$ cat config.mk
export PLATFORM = sky130hd
export DESIGN_NAME = integer_to_text_radix_unit
export DESIGN_NICKNAME = d
export VERILOG_FILES = /design/src/rtl/core/itr_pkg.sv /design/src/rtl/core/itr_divider.sv /design/src/rtl/core/itr_digit_stack.sv /design/src/rtl/core/integer_to_text_radix_unit.sv
export SDC_FILE = /design/constraint.sdc
export NUM_CORES = 1
export LEC_CHECK = 0
export ABC_CLOCK_PERIOD_IN_PS = 3800
export BUFFER_PORTS_ARGS = -buffer_cell sky130_fd_sc_hd__buf_2
export CAP_MARGIN = 20
export CORE_MARGIN = 3
export CORE_UTILIZATION = 60
export DETAILED_ROUTE_END_ITERATION = 10
export MAX_ROUTING_LAYER = met4
export PLACE_DENSITY_LB_ADDON = 0.15
export SYNTH_ARGS = -nofsm -noshare
export SYNTH_HDL_FRONTEND = slang
export SYNTH_SLANG_ARGS = --single-unit
$ cat constraint.sdc
create_clock -name clk -period 3.8 [get_ports clk]
set_clock_uncertainty 0.05 [all_clocks]
set_input_delay 0.19 -clock clk [delete_from_list [all_inputs] [get_ports clk]]
set_output_delay 0.19 -clock clk [all_outputs]
set_load 0.005 [all_outputs]
$ cat src/rtl/core/itr_pkg.sv
// itr_pkg: shared types, constants and the digit character map for the
// integer-to-text radix unit. No dependencies.
package itr_pkg;

    localparam int unsigned VALUE_W     = 32;
    localparam int unsigned RADIX_W     = 6;
    localparam int unsigned BUFLEN_W    = 7;
    localparam int unsigned CHAR_W      = 8;
    localparam int unsigned DIGITS_MAX  = 32;
    localparam int unsigned DIGIT_IDX_W = 5;
    localparam int unsigned COUNT_W     = 6;
    localparam int unsigned ROOM_W      = 8;
    localparam int unsigned DIV_CNT_W   = 5;

    localparam logic [RADIX_W-1:0]  RADIX_MIN     = 6'd2;
    localparam logic [RADIX_W-1:0]  RADIX_MAX     = 6'd36;
    localparam logic [RADIX_W-1:0]  RADIX_RESET   = 6'd10;
    localparam logic [BUFLEN_W-1:0] BUFLEN_RESET  = 7'd34;
    localparam logic [CHAR_W-1:0]   CHAR_MINUS    = 8'h2D;
    localparam logic [CHAR_W-1:0]   CHAR_NUL      = 8'h00;
    localparam logic [CHAR_W-1:0]   CHAR_ZERO     = 8'h30;
    localparam logic [CHAR_W-1:0]   CHAR_LETTER_A = 8'h41;

    typedef enum logic [0:0] {
        REG_RADIX  = 1'b0,
        REG_BUFLEN = 1'b1
    } cfg_index_t;

    typedef struct packed {
        logic                 done;
        logic [VALUE_W-1:0]   quotient;
        logic [RADIX_W-1:0]   remainder;
    } div_result_t;

    function automatic logic [CHAR_W-1:0] digit_char(input logic [RADIX_W-1:0] d);
        logic [CHAR_W-1:0] dw;
        dw = {2'b00, d};
        if (d < 6'd10)
            digit_char = CHAR_ZERO + dw;
        else
            digit_char = CHAR_LETTER_A + dw - 8'd10;
    endfunction

endpackage

$ cat src/rtl/core/itr_divider.sv
// itr_divider: restoring divider, 32-bit dividend by 6-bit radix, one
// quotient bit per cycle. Depends on itr_pkg.
module itr_divider
(
    input  logic                          clk,
    input  logic                          rst_n,
    input  logic                          start,
    input  logic [itr_pkg::VALUE_W-1:0]   dividend,
    input  logic [itr_pkg::RADIX_W-1:0]   divisor,
    output itr_pkg::div_result_t          result
);

    logic                              active_reg, active_next;
    logic                              done_reg, done_next;
    logic [itr_pkg::DIV_CNT_W-1:0]     cnt_reg, cnt_next;
    logic [itr_pkg::VALUE_W-1:0]       quo_reg, quo_next;
    logic [itr_pkg::RADIX_W-1:0]       rem_reg, rem_next;
    logic [itr_pkg::RADIX_W:0]         trial;
    logic [itr_pkg::RADIX_W:0]         diff;
    logic                              fits;

    assign trial = {rem_reg, quo_reg[itr_pkg::VALUE_W-1]};
    assign fits  = (trial >= {1'b0, divisor});
    assign diff  = trial - {1'b0, divisor};

    always_comb
    begin
        active_next = active_reg;
        done_next   = 1'b0;
        cnt_next    = cnt_reg;
        quo_next    = quo_reg;
        rem_next    = rem_reg;
        if (start)
        begin
            active_next = 1'b1;
            cnt_next    = '0;
            quo_next    = dividend;
            rem_next    = '0;
        end
        else if (active_reg)
        begin
            quo_next = {quo_reg[itr_pkg::VALUE_W-2:0], fits};
            rem_next = fits ? diff[itr_pkg::RADIX_W-1:0] : trial[itr_pkg::RADIX_W-1:0];
            cnt_next = cnt_reg + 1'b1;
            if (cnt_reg == {itr_pkg::DIV_CNT_W{1'b1}})
            begin
                active_next = 1'b0;
                done_next   = 1'b1;
            end
        end
    end

    always_ff @(posedge clk or negedge rst_n)
    begin
        if (!rst_n)
        begin
            active_reg <= 1'b0;
            done_reg   <= 1'b0;
            cnt_reg    <= '0;
        end
        else
        begin
            active_reg <= active_next;
            done_reg   <= done_next;
            cnt_reg    <= cnt_next;
        end
    end

    always_ff @(posedge clk)
    begin
        quo_reg <= quo_next;
        rem_reg <= rem_next;
    end

    assign result.done      = done_reg;
    assign result.quotient  = quo_reg;
    assign result.remainder = rem_reg;

endmodule

$ cat src/rtl/core/itr_digit_stack.sv
// itr_digit_stack: 32-entry character store, digits written least
// significant first and read back in reverse. Depends on itr_pkg.
module itr_digit_stack
(
    input  logic                              clk,
    input  logic                              wr_en,
    input  logic [itr_pkg::DIGIT_IDX_W-1:0]   wr_addr,
    input  logic [itr_pkg::CHAR_W-1:0]        wr_data,
    input  logic                              rd_en,
    input  logic [itr_pkg::DIGIT_IDX_W-1:0]   rd_addr,
    output logic [itr_pkg::CHAR_W-1:0]        rd_data
);

    logic [itr_pkg::CHAR_W-1:0] mem [itr_pkg::DIGITS_MAX];
    logic [itr_pkg::CHAR_W-1:0] rd_data_reg;

    always_ff @(posedge clk)
    begin
        if (wr_en)
            mem[wr_addr] <= wr_data;
    end

    always_ff @(posedge clk)
    begin
        if (rd_en)
            rd_data_reg <= mem[rd_addr];
    end

    assign rd_data = rd_data_reg;

endmodule

$ cat src/rtl/core/integer_to_text_radix_unit.sv
// integer_to_text_radix_unit: 32-bit integer to ASCII text, radix 2 to 36.
// Per digit, one pass of the shared 32-step divider; then a check
// state, an optional minus sign and one character per cycle. A bad radix or
// a zero buffer_length gives one error word in the cycle after start, too
// little room one after the check. Busy until the last word; no stall.
// Reset: async active low, radix 10, buffer_length 34, sequencer idle.
module integer_to_text_radix_unit
#(
    parameter int unsigned MAX_BUFFER = 64
)
(
    input  logic                              clk,
    input  logic                              rst_n,
    input  logic                              start,
    output logic                              busy,
    input  logic                              mode,
    input  logic [itr_pkg::VALUE_W-1:0]       value,
    output logic                              result_valid,
    output logic [itr_pkg::CHAR_W-1:0]        character,
    output logic                              last,
    output logic                              error,
    input  logic                              cfg_valid,
    output logic                              cfg_ready,
    input  itr_pkg::cfg_index_t               cfg_index,
    input  logic [itr_pkg::BUFLEN_W-1:0]      cfg_data
);

    localparam logic [itr_pkg::ROOM_W-1:0] ROOM_CAP = itr_pkg::ROOM_W'(MAX_BUFFER);

    typedef enum logic [5:0] {
        S_IDLE   = 6'b000001,
        S_DIVIDE = 6'b000010,
        S_CHECK  = 6'b000100,
        S_SIGN   = 6'b001000,
        S_EMIT   = 6'b010000,
        S_ERROR  = 6'b100000
    } state_t;

    state_t                            state_reg, state_next;
    logic [itr_pkg::RADIX_W-1:0]       radix_reg;
    logic [itr_pkg::BUFLEN_W-1:0]      buflen_reg;
    logic                              neg_reg, neg_next;
    logic [itr_pkg::COUNT_W-1:0]       ndig_reg, ndig_next;
    logic [itr_pkg::COUNT_W-1:0]       k_reg, k_next;

    logic                              accept;
    logic                              cfg_bad;
    logic [itr_pkg::ROOM_W-1:0]        room;
    logic [itr_pkg::ROOM_W-1:0]        need;
    logic                              in_neg;
    logic [itr_pkg::VALUE_W-1:0]       magnitude;

    itr_pkg::div_result_t              div_res;
    logic                              div_start;
    logic [itr_pkg::VALUE_W-1:0]       div_dividend;

    logic                              wr_en;
    logic                              rd_en;
    logic [itr_pkg::COUNT_W-1:0]       rd_idx;
    logic [itr_pkg::CHAR_W-1:0]        rd_data;

    assign cfg_ready = 1'b1;
    assign busy      = (state_reg != S_IDLE);
    assign accept    = start && !busy;

    assign room    = ({1'b0, buflen_reg} > ROOM_CAP) ? ROOM_CAP : {1'b0, buflen_reg};
    assign cfg_bad = (room == '0) || (radix_reg < itr_pkg::RADIX_MIN)
                     || (radix_reg > itr_pkg::RADIX_MAX);
    assign need    = {2'b00, ndig_reg} + {7'd0, neg_reg} + 8'd1;

    assign in_neg    = mode && value[itr_pkg::VALUE_W-1];
    assign magnitude = in_neg ? (~value + 32'd1) : value;

    assign div_start    = (accept && !cfg_bad)
                          || ((state_reg == S_DIVIDE) && div_res.done
                              && (div_res.quotient != '0));
    assign div_dividend = accept ? magnitude : div_res.quotient;

    itr_divider u_div
    (
        .clk      (clk),
        .rst_n    (rst_n),
        .start    (div_start),
        .dividend (div_dividend),
        .divisor  (radix_reg),
        .result   (div_res)
    );

    assign wr_en  = (state_reg == S_DIVIDE) && div_res.done;
    assign rd_en  = (state_reg == S_CHECK) || (state_reg == S_EMIT);
    assign rd_idx = (state_reg == S_CHECK) ? (ndig_reg - 6'd1) : (k_reg - 6'd2);

    itr_digit_stack u_stack
    (
        .clk     (clk),
        .wr_en   (wr_en),
        .wr_addr (ndig_reg[itr_pkg::DIGIT_IDX_W-1:0]),
        .wr_data (itr_pkg::digit_char(div_res.remainder)),
        .rd_en   (rd_en),
        .rd_addr (rd_idx[itr_pkg::DIGIT_IDX_W-1:0]),
        .rd_data (rd_data)
    );

    always_comb
    begin
        state_next = state_reg;
        neg_next   = neg_reg;
        ndig_next  = ndig_reg;
        k_next     = k_reg;
        unique case (state_reg)
            S_IDLE:
            begin
                if (accept)
                begin
                    neg_next   = in_neg;
                    ndig_next  = '0;
                    state_next = cfg_bad ? S_ERROR : S_DIVIDE;
                end
            end
            S_DIVIDE:
            begin
                if (div_res.done)
                begin
                    ndig_next = ndig_reg + 6'd1;
                    if (div_res.quotient == '0)
                        state_next = S_CHECK;
                end
            end
            S_CHECK:
            begin
                k_next = ndig_reg;
                if (need > room)
                    state_next = S_ERROR;
                else
                    state_next = neg_reg ? S_SIGN : S_EMIT;
            end
            S_SIGN:
            begin
                state_next = S_EMIT;
            end
            S_EMIT:
            begin
                k_next = k_reg - 6'd1;
                if (k_reg == 6'd1)
                    state_next = S_IDLE;
            end
            S_ERROR:
            begin
                state_next = S_IDLE;
            end
            default:
            begin
                state_next = S_IDLE;
            end
        endcase
    end

    always_ff @(posedge clk or negedge rst_n)
    begin
        if (!rst_n)
        begin
            state_reg  <= S_IDLE;
            radix_reg  <= itr_pkg::RADIX_RESET;
            buflen_reg <= itr_pkg::BUFLEN_RESET;
            ndig_reg   <= '0;
            k_reg      <= '0;
            neg_reg    <= 1'b0;
        end
        else
        begin
            state_reg <= state_next;
            ndig_reg  <= ndig_next;
            k_reg     <= k_next;
            neg_reg   <= neg_next;
            if (cfg_valid && cfg_ready)
            begin
                unique case (cfg_index)
                    itr_pkg::REG_RADIX:  radix_reg  <= cfg_data[itr_pkg::RADIX_W-1:0];
                    itr_pkg::REG_BUFLEN: buflen_reg <= cfg_data;
                    default:             radix_reg  <= radix_reg;
                endcase
            end
        end
    end

    assign result_valid = (state_reg == S_SIGN) || (state_reg == S_EMIT)
                          || (state_reg == S_ERROR);
    assign character    = (state_reg == S_SIGN) ? itr_pkg::CHAR_MINUS :
                          (state_reg == S_EMIT) ? rd_data : itr_pkg::CHAR_NUL;
    assign last         = ((state_reg == S_EMIT) && (k_reg == 6'd1))
                          || (state_reg == S_ERROR);
    assign error        = (state_reg == S_ERROR);

endmodule

==> summary.txt <==
Global route
  • Largest net degree at the start of global routing: 64
  • M2 GR Usage: 0.4227
  • Total GRT Usage: 0.2660
  • Grt peak-use layer: met2
  • Total gr overflow: 0
  • Global routing usage on met1: 0.3639
  • Initial antenna violation count: 0
  • First-pass GRT wire length: 53040 um
  • Vias in the first global route: 9644
  • GRT met3 Usage: 0.04798

Pwr
  • Leak Pwr: between 5 and 6 nW
  • Peak VDD IR: around 0.00048 V
  • PwrDens: around 840 nW/um^2

Route
  • DR pass1 iterations: 5
  • Post-route DRC: 0
  • Routed WL: 33530 um
  • Via-to-Cell Ratio: 6.136
  • DRT iter0 DRCs: 1057
  • Final ANT Viol Nets: 0
  • Vias: 9916
  • Average wire per cell in the routed design: 20.75 um

Clock tree
  • H-Tree Depth: 1
  • Worst skew pair latency: around 0.56 ns
  • Inserted Clock Buffers: 31
  • Clk buf depth: 3
  • Cts repair resizes: 0
  • Worst-path clk slew: ~0.060 ns
  • Setup Buffers After CTS: 0
  • Clock root cell: clkbuf_16
  • CTS Hold Bufs: 29
  • CTS tree: yes
  • CTS sink count: between 300 and 400

Layout
  • Share of cells above drive strength 1: 0.1282
  • Area Growth Syn to Fin: 13.62%
  • Max reg flops: 224
  • NumNets Final: between 1k and 1.5k
  • Final Core Density: 0.7082
  • ANT cells: 0
  • Final instance area: 16330 um^2

Worst setup path
  • WP data arrival: approximately 3.5 ns
  • Reg2reg end: u_stack.rd_data[1]$_DFFE_PP_
  • Crit-path max FO: 13
  • Reg2Reg Setup Slack: 0.51 ns
  • Crit path to: u_stack.rd_data[1]$_DFFE_PP_
  • Origin of the critical flop-to-flop path: state_reg[1]$_DFFE_PN0P_
  • Worst setup path class: reg2reg
  • CP Launch Type: flop
  • Crit. End Element: flop
  • Critical path origin: state_reg[1]$_DFFE_PN0P_
  • WP data required: approximately 4 ns
  • FF-to-FF path depth: 6

Place
  • IO buf count: 55
  • GPL Wtd Cong: 0.8805
  • Post-placement cell area: 15010 um^2
  • Dpl hpwl: 21460 um

Floorplanning
  • Initial Utilization: 0.6233
  • Die W: 160.8 um
  • # rows: 55
  • Die Y: about 160 um
  • Top Ports: 58
  • Core region area: 23050 um^2
  • Die area: 25840 um^2

Worst hold path
  • Hold Crit Class: in2reg

Logic synthesis
  • Post-synth top area cell: edfxtp_1
  • Syn Nets: 1277
  • Ys Warns: 0
  • Cells after synthesis: 1201
  • Most numerous cell in the Yosys netlist: edfxtp_1
  • Register area share after synthesis: 0.6263
  • Top_reg_cell synth: edfxtp_1
  • EDFF count, synth: between 200 and 300
  • Post-Synthesis Cell Area: 14370 um^2
  • Top cells by count, synth: 263 x edfxtp_1, 161 x nand2_1, 107 x nor2_1, 55 x a21oi_1, 55 x and3_1
  • Synth top area share: 0.5496
  • Flops & latches, synth: 308
  • Syn Area/Cell: 11.96 um^2
  • Ys async rst share: 0.1266
  • Count of cell types in the netlist: 65
  • Main area contributors after synthesis: edfxtp_1 55%, dfrtp_1 5.9%, nand2_1 4.2%, nor2_1 2.8%, a211oi_1 2.8%

STA
  • Worst-Margin Slew: 0.9474 ns
  • Final worst path period share: 0.8671
  • Final Max Slew Viols: 0
  • Unrepaired setup endpoints after global routing: no
  • Setup tns final: 0 ns
  • Max Fclk: between 300 and 400 MHz
  • Min cycle time layout: between 3 and 4 ns
  • Setup violators final: 0
  • Worst slew margin: 0.3503
  • Final-report hold violation count: 0

Job
  • Max-Cap Viols: 0

Status
  • Status: finished clean
==> worst min path at each step <==
stage	startpoint	cells past startpoint	slack, ns	endpoint
final	value[18]	3	0.01	u_div.quo_reg[18]$_DFFE_PP_
after detailed placement	rst_n	1	0.31	u_div.active_reg$_DFF_PN0_
after CTS	value[18]	3	0.0005	u_div.quo_reg[18]$_DFFE_PP_
after floorplan	rst_n	0	-0.16	buflen_reg[0]$_DFFE_PN0P_
after global placement	rst_n	1	0.31	u_div.active_reg$_DFF_PN0_
after global routing	value[4]	3	0.04	u_div.quo_reg[4]$_DFFE_PP_
==> kinds of logic after synthesis <==
family,after synthesis,share of synthesized area
buffers and inverters,96,0.03265
DFF,308,0.6264
muxes,23,0.02099
and+or+nand+nor,431,0.1451
adders and majority gates,31,0.02752
other,2,0.0005227
xor gates and xnor gates,52,0.03170
AOI/OAI and AO/OA,258,0.1152
==> cell usage in the layout, fill, tap and decap left out, types with 5 or more instances in the layout <==
master and n:
nor2_1 107, nor4_1 18, nand2_1 161, buf_4 21, a21oi_1 54, a31oi_1 52
and2_1 8, inv_1 31, dfstp_2 5, or3_1 5, nor3_1 8, buf_2 55
ha_1 30, clkinv_1 6, nor3b_1 5, o22ai_1 27, nand3b_1 8, nor2b_1 5
edfxtp_1 263, dfrtp_1 34, a211oi_1 53, xnor2_1 22, clkbuf_16 31, and3_1 55
xor2_1 26, nand4_1 11, o21ai_0 26, nor4_2 6, dfxtp_1 6, dlygate4sd3_1 29
o31ai_1 5, or4_1 5, mux2i_1 8, mux2_2 8, nand3_1 19, clkbuf_1 7
==> layer usage <==
metal,vias to the layer above,wire [um]
li1,4660,-
met1,4806,14250
met2,393,16180
met3,57,2494
met4,0,613
met5,-,0
==> through the flow <==
stage	worst slack (ns)	hold slack, ns	power (W)	std cells
finish	0.5051	0.01222	0.01367	1616
global route	0.1769	0.03572	0.01440	1616
CTS	0.5575	0.0004989	0.01361	1614
detailed placement	0.5608	0.3107	0.01058	1529
global placement	0.6476	0.3068	0.01048	1529
floorplan	0.6704	-0.1556	0.008830	1201
==> critical path: stages (launching register included) <==
cell     delay [ns]
dfrtp_1        0.45
nor4_2         0.44
nand2_1        0.32
mux2i_1        0.81
nand3_1        0.42
o22ai_1        0.45
nor4_2         0.09
==> where the power goes <==
| group | total (W) | internal [W] | switching, W |
|---|---|---|---|
| logic | 0.00531 | 0.00180 | 0.00350 |
| clock network | 0.00301 | 0.00176 | 0.00125 |
| registers | 0.00535 | 0.00504 | 0.000307 |
| total | 0.0137 | 0.00861 | 0.00506 |
==> area by class of cell <==
cell class	instances	area, um^2
fill	1569	6728
sequential	308	9000
timing repair buffer	111	833.3
multi-input combinational	797	4987
clock buffer	38	802.0
inverter	31	116.4
tap	313	391.6
clock inverter	18	195.2
Note: power is estimated with default switching activity, not from simulation.
